==> config.mk <==
export PLATFORM = sky130hd
export DESIGN_NAME = bhs_ctrl
export DESIGN_NICKNAME = d
export VERILOG_FILES = /design/src/rtl/core/bhs_pkg.sv /design/src/rtl/core/bhs_ctrl.sv
export SDC_FILE = /design/constraint.sdc
export NUM_CORES = 1
export LEC_CHECK = 0
export BUFFER_PORTS_ARGS = -buffer_cell sky130_fd_sc_hd__buf_2
export CAP_MARGIN = 0
export CORE_AREA = 4 4 41 43
export CTS_BUF_LIST = sky130_fd_sc_hd__clkbuf_8
export DETAILED_ROUTE_END_ITERATION = 10
export DIE_AREA = 0 0 45 47
export PLACE_DENSITY = 0.36
export SYNTH_ARGS = -nofsm -noshare
export SYNTH_HDL_FRONTEND = slang
export SYNTH_SLANG_ARGS = --single-unit
export TNS_END_PERCENT = 1
==> constraint.sdc <==
create_clock -name clk_i -period 2.7 [get_ports clk_i]
set_clock_uncertainty 0.15 [all_clocks]
set_input_delay 0.27 -clock clk_i [delete_from_list [all_inputs] [get_ports clk_i]]
set_output_delay 0.27 -clock clk_i [all_outputs]
set_load 0.005 [all_outputs]
==> src/rtl/core/bhs_pkg.sv <==
// ----------------------------------------------------------------------------
// bhs_pkg
// Shared types and constants for the bucketed hash set: operation and status
// codes, controller states, and the command/status bundles between the
// controller and the datapath.
// ----------------------------------------------------------------------------
package bhs_pkg;

  // Fixed port widths.
  localparam int unsigned KEY_PORT_W   = 32;
  localparam int unsigned BCOUNT_W     = 8;
  localparam int unsigned COUNT_PORT_W = 10;

  // Parameter defaults.
  localparam int unsigned MAX_BUCKETS_DEF = 128;
  localparam int unsigned WAYS_DEF        = 4;
  localparam int unsigned KEY_WIDTH_DEF   = 32;

  // Bucket count after reset.
  localparam logic [BCOUNT_W-1:0] RESET_BUCKETS = 8'd100;

  // Operation codes. The unused code behaves as a lookup.
  typedef enum logic [1:0] {
    OP_ADD      = 2'd0,
    OP_REMOVE   = 2'd1,
    OP_CONTAINS = 2'd2
  } op_e;

  // Result status codes.
  typedef enum logic [1:0] {
    STS_DONE     = 2'd0,
    STS_NOCHANGE = 2'd1,
    STS_FULL     = 2'd2
  } status_e;

  // Controller states.
  typedef enum logic [2:0] {
    ST_CLEAR,
    ST_IDLE,
    ST_DIV,
    ST_READ,
    ST_EVAL
  } state_e;

  // Commands from the controller to the datapath.
  typedef struct packed {
    logic clear;
    logic load;
    logic div;
    logic read;
    logic eval;
  } cmd_t;

  // Status from the datapath to the controller.
  typedef struct packed {
    logic clear_last;
    logic div_last;
  } stat_t;

endpackage

==> src/rtl/core/bhs_ctrl.sv <==
// ----------------------------------------------------------------------------
// bhs_ctrl
// Controller for the bucketed hash set. Sequences the clearing sweep after
// reset, the bit-serial bucket selection, the bucket read and the
// compare/write-back step.
// ----------------------------------------------------------------------------
module bhs_ctrl (
  input  logic          clk_i,
  input  logic          rst_ni,
  input  logic          start,
  output logic          busy,
  input  bhs_pkg::stat_t stat_i,
  output bhs_pkg::cmd_t  cmd_o
);

  import bhs_pkg::*;

  state_e state_q, state_d;

  // State register.
  always_ff @(posedge clk_i or negedge rst_ni) begin
    if (!rst_ni) begin
      state_q <= ST_CLEAR;
    end else begin
      state_q <= state_d;
    end
  end

  // Next state and commands.
  always_comb begin
    state_d = state_q;
    cmd_o   = '0;
    case (state_q)
      ST_CLEAR: begin
        cmd_o.clear = 1'b1;
        if (stat_i.clear_last) begin
          state_d = ST_IDLE;
        end
      end
      ST_IDLE: begin
        if (start) begin
          cmd_o.load = 1'b1;
          state_d    = ST_DIV;
        end
      end
      ST_DIV: begin
        cmd_o.div = 1'b1;
        if (stat_i.div_last) begin
          state_d = ST_READ;
        end
      end
      ST_READ: begin
        cmd_o.read = 1'b1;
        state_d    = ST_EVAL;
      end
      ST_EVAL: begin
        cmd_o.eval = 1'b1;
        state_d    = ST_IDLE;
      end
      default: begin
        state_d = ST_IDLE;
      end
    endcase
  end

  assign busy = (state_q != ST_IDLE);

endmodule

Yosys cells after proc, flatten, opt, wreduce, memory -nomap -nowiden. Cells that the tools add are included.

Bits in registers: 3. Bits of input ports: 5. Output and inout bits: 6. Word-level logic and storage cells: 21.

Equality and inequality tests: 8. Muxes and demuxes: 10. Reduce and logical (&&, ||, !) cells: 2.

Operators with widths (number): case mux 3 bit (4 select lines) (1); 2-to-1 mux 3 bit (3); == test 3 x 2 -> 1 bit (second input constant) (2); 2-to-1 mux 1 bit (6); != test 2 bit (second input constant) (3); == test 3 x 1 -> 1 bit (second input constant) (1); == test 3 bit (second input constant) (1); zero test 3 bit (1); != test 3 x 1 -> 1 bit (second input constant) (1); AND reduction 3 bit (1).

Longest topological paths before layout. Gate-level depths: netlist of run 1.

Depth after elaboration: 3. Gate-level depth with buffers: 3. Mapped depth without buffers: 3.

Worst setup path before layout of run 1. No wires, ideal clock.

Kind: register -> output. Start point: reg state_q[2]. End point: out cmd_o[3] (netlist bit). Data arrival time: 0.767 ns. Required time: 2.280 ns. Setup slack: 1.513 ns. Stages on the path, launching flop included: 4. Path buffers: 1. Cell sequence: dfrtp_1 clkbuf_2 nor2_1 and3_1.

RTL lines: start, declared (line bhs_ctrl.sv:18) `state_e state_q, state_d;`; start signal, assigned (line bhs_ctrl.sv:25) `state_q <= state_d;`; end, declared (line bhs_ctrl.sv:13) `output bhs_pkg::cmd_t cmd_o`.

==> results of run 1 <==
-- cell families after synthesis --
group / Yosys count / synth area share [%]
compound gates: 4 / 13.0
buf+inv: 2 / 5.34
flops: 3 / 45.8
simple gates: 12 / 35.9
-- how the worst max path moves through the flow --
stage / start / endpoint / depth (start not counted)
floorplan: state_q[2] / cmd_o[3] / 3
global placement: state_q[2] / cmd_o[3] / 3
detailed placement: state_q[2] / cmd_o[3] / 3
CTS: state_q[2] / cmd_o[3] / 3
global route: state_q[0] / cmd_o[2] / 4
finish: state_q[2] / cmd_o[3] / 3
-- power breakdown --
| part | switching, W | internal (W) | total, W |
|---|---|---|---|
| registers | 0.0000349 | 0.0000637 | 0.0000986 |
| logic | 0.0000496 | 0.0000566 | 0.000106 |
| clock network | 0.0000275 | 0.0000966 | 0.000124 |
| total | 0.000112 | 0.000217 | 0.000329 |
-- worst max-delay path: cells and delay by family, from the launching register on --
| family | cells | cell delay, ns |
|---|---|---|
| DFF | 1 | 0.44 |
| and+or+nand+nor | 2 | 0.31 |
| buffers and inverters | 1 | 0.11 |
-- through the flow --
stage / hold slack (ns) / total power [W] / utilization (%) / cells / area [sq um]
after global routing: 0.179 / 0.000364 / 21.7 / 50 / 283
after floorplan: -0.176 / 0.000157 / - / 21 / 164
final: 0.175 / 0.000329 / 21.7 / 50 / 283
after detailed placement: -0.0819 / 0.000205 / 17.5 / 45 / 228
after global placement: -0.0860 / 0.000206 / 17.5 / 45 / 228
after CTS: 0.164 / 0.000336 / 21.7 / 50 / 283
-- cell type report --
class	instances	area [sq um]
clock inverter	1	3.75
clock buffer	3	41.3
timing repair buffer	11	60.1
fill	155	1020
inverter	1	3.75
sequential	3	75.1
multi-input combinational	16	80.1
tap	15	18.8
-- timing repair --
item | CTS | global route
gates resized for setup | 0 | 0
setup endpoints to repair | 0 | 0
hold buffers | 1 | 0
endpoints found under the hold margin | 3 | 0
-- routing by layer --
layer,GRT usage [%],part of all wire [%]
met2,4.52,31
met4,5.26,1.3
met5,0,0
met1,7.32,48
met3,6.51,19
-- layout by cell type, fill, tap and decap left out --
master         count
nor3_1             1
nand2_1            3
clkbuf_8           3
nor2_1             4
o21ai_1            1
a21oi_1            2
and3_1             1
inv_1              2
dlygate4sd3_1      1
nor2b_1            1
dfrtp_1            3
buf_2             10
nor3b_1            1
nand3b_1           1
a31oi_1            1
==> flow_summary.json, run 1 <==
{
  "min_path_type": "input pin to register",
  "r2r_cells": 3,
  "maxCapViolations": 0,
  "ant_nets": 0,
  "ys_top_cells_by_count": "nor2_1, dfrtp_1, nand2_1, a21oi_1",
  "grt_max_degree": 9,
  "arrival_ns": 1.08,
  "gp_congestion": 0.686,
  "boundaryPins": 11,
  "r2r-start": "state_q[0]",
  "dp_slack_ns": 1.43,
  "yosysMostFrequentCell": "nor2_1",
  "hold_viol": 0,
  "status": "finished clean",
  "hold_path_depth": 3,
  "vdd.ir_drop.worst_mv": 0.323,
  "root_buffer": "clkbuf_8",
  "clock_latency_ns": 0.21,
  "whs_endpoint": "state_q[0]",
  "critPathCaptureType": "primary output",
  "path_cells": "nor2_1 -> and3_1 -> buf_2",
  "setup_violations": 0,
  "vias": 198,
  "grt_use_total_pct": 5.86,
  "cp_max_fo": 8,
  "critical_path_class": "register to primary output",
  "timing.slew.headroom_pct": 84.6,
  "std_cell_rows": 13,
  "wirelength_um": 445,
  "syn-cell-area_sq_um": 164,
  "initial_utilization_pct": 12.6,
  "p_leak_nw": 0.153,
  "p_per_area_nw_per_um2": 1160,
  "synth_seq_area_share_pct": 45.8,
  "fin_setup_tns_ns": 0,
  "synth_top_area_share_pct": 45.8,
  "finalNetCount": 41,
  "cts_buffers": 3,
  "antenna_found_initial": 0,
  "grt_pass1_vias": 165,
  "syn-num-nets": 26,
  "postCtsSetupBuffers": 0,
  "fin_crit_ns": 1.50,
  "n_antenna_cell": 0,
  "yosysTopAreaCell": "dfrtp_1",
  "drc": 0,
  "postSynthAreaPerCell_sq_um": 7.81,
  "rsz0062_at_grt": "no",
  "hp-start": "stat_i[0]",
  "ys_seq_elements": 3,
  "synth_edf_count": 0,
  "coreArea_sq_um": 1300,
  "die_x_um": 45,
  "grt-ovfl-total": 0,
  "crit_slowest_cell": "dfrtp_1",
  "largest_register": "state_q",
  "cp_slowest_stage_delay_ns": 0.44,
  "critPathLaunchType": "register",
  "htreeDepth": 1,
  "required_ns": 2.28,
  "async_reset_ff_share_pct": 100,
  "yosysWarnings": 0,
  "portBuffers": 10,
  "die_area_sq_um": 2120,
  "clock_path_buffers": 2,
  "drive_above_1_share_pct": 37.1,
  "drtIter0Drc": 1,
  "slew_violations": 0,
  "cts.clk_slew.worst_paths_ns": 0.03,
  "largestRegisters": "state_q x3",
  "fmax_ghz": 0.666,
  "worst_slew_pin_slew_ns": 0.230,
  "largest_reg_flops": 3,
  "syn2layout_area_growth_pct": 72.5,
  "timing.final.crit_share_pct": 55.6,
  "ys_types": 13,
  "synth_cells": 21,
  "grt_pass1_wl_um": 745,
  "ys_dominant_reg_cell": "dfrtp_1",
  "post-route-worst-setup-slack_ns": 1.20,
  "first_pass_iters": 2,
  "r2r_slack_ns": 1.64,
  "cts_tree": "done",
  "wire_per_inst_um": 8.90,
  "netlist_top_cells_area": "dfrtp_1, nor2_1, nand2_1, a21oi_1, nand3b_1",
  "rr_endpoint": "state_q[0]",
  "die_h_um": 47,
  "hpwlAfterDp_um": 335,
  "cts.sinks": 3,
  "via_per_inst": 3.96
}
Note: power is estimated with default switching activity, not from simulation.
==> run 2, diff against run 1 <==
--- a/config.mk
+++ b/config.mk
@@ -5,13 +5,14 @@
 export SDC_FILE = /design/constraint.sdc
 export NUM_CORES = 1
 export LEC_CHECK = 0
+export ABC_AREA = 1
 export BUFFER_PORTS_ARGS = -buffer_cell sky130_fd_sc_hd__buf_2
 export CAP_MARGIN = 0
 export CORE_AREA = 4 4 41 43
 export CTS_BUF_LIST = sky130_fd_sc_hd__clkbuf_8
 export DETAILED_ROUTE_END_ITERATION = 10
 export DIE_AREA = 0 0 45 47
-export PLACE_DENSITY = 0.36
+export PLACE_DENSITY = 0.4
 export SYNTH_ARGS = -nofsm -noshare
 export SYNTH_HDL_FRONTEND = slang
 export SYNTH_SLANG_ARGS = --single-unit
==> constraint.sdc (replaced) <==
create_clock -name clk_i -period 1.3 [get_ports clk_i]
set_clock_uncertainty 0.15 [all_clocks]
set_input_delay 0.13 -clock clk_i [delete_from_list [all_inputs] [get_ports clk_i]]
set_output_delay 0.13 -clock clk_i [all_outputs]
set_load 0.005 [all_outputs]
==> flow_summary.json, run 2 <==
{
  "syn-num-nets": 36,
  "largest_register": "state_q",
  "drive_above_1_share_pct": 53.1,
  "std_cell_rows": 13,
  "critPathLaunchType": "register",
  "p_sw_w": 0.000375,
  "wire_per_inst_um": 7.72,
  "fillerInstances": 152,
  "die_area_sq_um": 2120,
  "fmax_ghz": 0.771,
  "wirelength_um": 494,
  "synth_edf_count": 0,
  "antenna_found_initial": 0,
  "grt_pass1_wl_um": 828,
  "fin_crit_ns": 1.30,
  "root_buffer": "clkbuf_8",
  "totalPowerFinal_w": 0.000964,
  "arrival_ns": 1.02,
  "synth_cells": 31,
  "crit_slowest_cell": "dfrtp_2",
  "cp_slowest_stage_delay_ns": 0.44,
  "boundaryPins": 11,
  "slew_violations": 0,
  "mostFrequentLayoutCells": "buf_2, inv_1, inv_2, nand2_1, nor2_1",
  "cp_max_fo": 5,
  "coreArea_sq_um": 1300,
  "critPathCaptureType": "primary output",
  "ant_nets": 0,
  "critical_path_class": "register to primary output",
  "drtIter0Drc": 0,
  "syn2layout_area_growth_pct": 82.3,
  "power_frac_comb_pct": 51.0,
  "required_ns": 1.02,
  "first_pass_iters": 1,
  "via_per_inst": 3.75,
  "setup_violations": 0,
  "htreeDepth": 1,
  "crit_family": "flip-flops",
  "p_per_area_nw_per_um2": 2680,
  "p_leak_nw": 0.227,
  "initial_utilization_pct": 15.2,
  "die_h_um": 47,
  "grt-ovfl-total": 0,
  "async_reset_ff_share_pct": 100,
  "internal-power_w": 0.000589,
  "seqPwrFrac_pct": 22.0,
  "syn-cell-area_sq_um": 198,
  "hpwlAfterDp_um": 381,
  "clock_path_buffers": 2,
  "grt_use_total_pct": 5.46,
  "hold_viol": 0,
  "drc": 0,
  "min_path_type": "input pin to asynchronous set/reset pin",
  "portBuffers": 10,
  "yosysMostFrequentCell": "inv_1",
  "yosysTopAreaCell": "dfrtp_1",
  "cts_buffers": 3,
  "netlist_top_cells_area": "dfrtp_1, inv_1, nor2_1, nand2_1, nand3_1",
  "cts.clk_slew.worst_paths_ns": 0.03,
  "ys_top_cells_by_count": "inv_1, nor2_1, nand2_1, dfrtp_1, nand3_1",
  "maxCapViolations": 0,
  "grt_pass1_vias": 218,
  "ys_seq_elements": 3,
  "timing.final.crit_share_pct": 99.8,
  "ys_dominant_reg_cell": "dfrtp_1",
  "largestRegisters": "state_q x3",
  "cts_tree": "done",
  "r2r-start": "state_q[0]",
  "clock_latency_ns": 0.21,
  "final_area_sq_um": 360,
  "r2r_slack_ns": 0.10,
  "ys_types": 9,
  "vdd.ir_drop.worst_mv": 0.606,
  "synth_seq_area_share_pct": 38.0,
  "yosysWarnings": 0,
  "layout_commonest_cell": "buf_2",
  "path_cells": "nor2_4 -> nand2_2 -> nor2_1 -> buf_2",
  "status": "finished clean",
  "n_antenna_cell": 0,
  "vias": 240,
  "postSynthAreaPerCell_sq_um": 6.38,
  "crit_buf_inv": 1,
  "critPathLaunch": "state_q[2]",
  "grt_max_degree": 6,
  "worst_slew_pin_slew_ns": 0.141,
  "timing.slew.headroom_pct": 90.6,
  "cts.sinks": 3,
  "gp_congestion": 0.655,
  "largest_reg_flops": 3,
  "synth_top_area_share_pct": 38.0,
  "switching_share_pct": 38.9,
  "rsz0062_at_grt": "yes",
  "power_frac_clock_pct": 27.0,
  "place_area_sq_um": 267,
  "die_x_um": 45,
  "finalNetCount": 55
}
## run 2: changes by cell type after synthesis, moves of 2 or more
cell / previous run / this run
inv_1: 1 / 8
a21oi_1: 2 / 0
nand3_1: 0 / 3
nand2_1: 3 / 5
nor2_1: 4 / 7
o21bai_1: 0 / 2
## run 2: layout make-up
| cell class | count | area (sq um) | share of cell area (%) |
|---|---|---|---|
| clock buffers | 3 | 41.3 | 11.5 |
| clock inverters | 1 | 3.75 | 1.04 |
| inverters | 9 | 33.8 | 9.37 |
| multi-input cells | 19 | 104 | 28.8 |
| flip-flops and latches | 3 | 76.3 | 21.2 |
| well taps | 15 | 18.8 | 5.21 |
| repair buffers | 14 | 82.6 | 22.9 |
## run 2: worst paths after layout
check                      cells past startpoint         end
max                                            4    cmd_o[3]
min                                            2  state_q[1]
max reg2reg                                    6  state_q[0]
min reg2reg                                    1  state_q[2]
max in group asynchronous                      2  state_q[2]
min in group clk_i                             4  state_q[1]
## run 2: metal layers
metal | wire length [um] | GRT usage, %
met5 | 0 | 0
met4 | 0 | 1.75
met3 | 31 | 3.45
met2 | 229 | 7.91
met1 | 233 | 6.62
## run 2: kinds of logic after synthesis
family,after synthesis,share of synthesized area [%]
and+or+nand+nor,17,37.3
buffers and inverters,9,17.1
DFF,3,38.0
AOI/OAI and AO/OA,2,7.59
## run 2: power groups by stage
stage                     logic (W)  registers [W]  clock network [W]
after floorplan            0.000247       0.000186                  0
after global placement     0.000369       0.000202                  0
after detailed placement   0.000367       0.000199                  0
after CTS                  0.000467       0.000204           0.000267
after global routing       0.000564       0.000225           0.000279
final                      0.000491       0.000212           0.000260
## run 2: stage by stage
| stage | TNS, ns | hold slack (ns) | instances | utilization, % | worst slack, ns |
|---|---|---|---|---|---|
| 2_1_floorplan | 0 | -0.316 | 31 | - | 0.261 |
| 3_3_place_gp | 0 | -0.220 | 56 | 20.5 | 0.151 |
| 3_5_place_dp | 0 | -0.221 | 56 | 20.5 | 0.144 |
| 4_1_cts | -0.00190 | 0.0994 | 64 | 26.9 | -0.00190 |
| 5_1_grt | -0.224 | 0.124 | 64 | 27.7 | -0.0700 |
| 6_report | 0 | 0.0958 | 64 | 27.7 | 0.00230 |
## run 2: timing repair
action / 4_1_cts / 5_1_grt
resized for setup: 3 / 6
endpoints found under the hold margin: 3 / 0
pin swaps: 1 / 2
hold buffers: 1 / 0
endpoints found under the setup margin: 4 / 6
setup buffers: 3 / 0
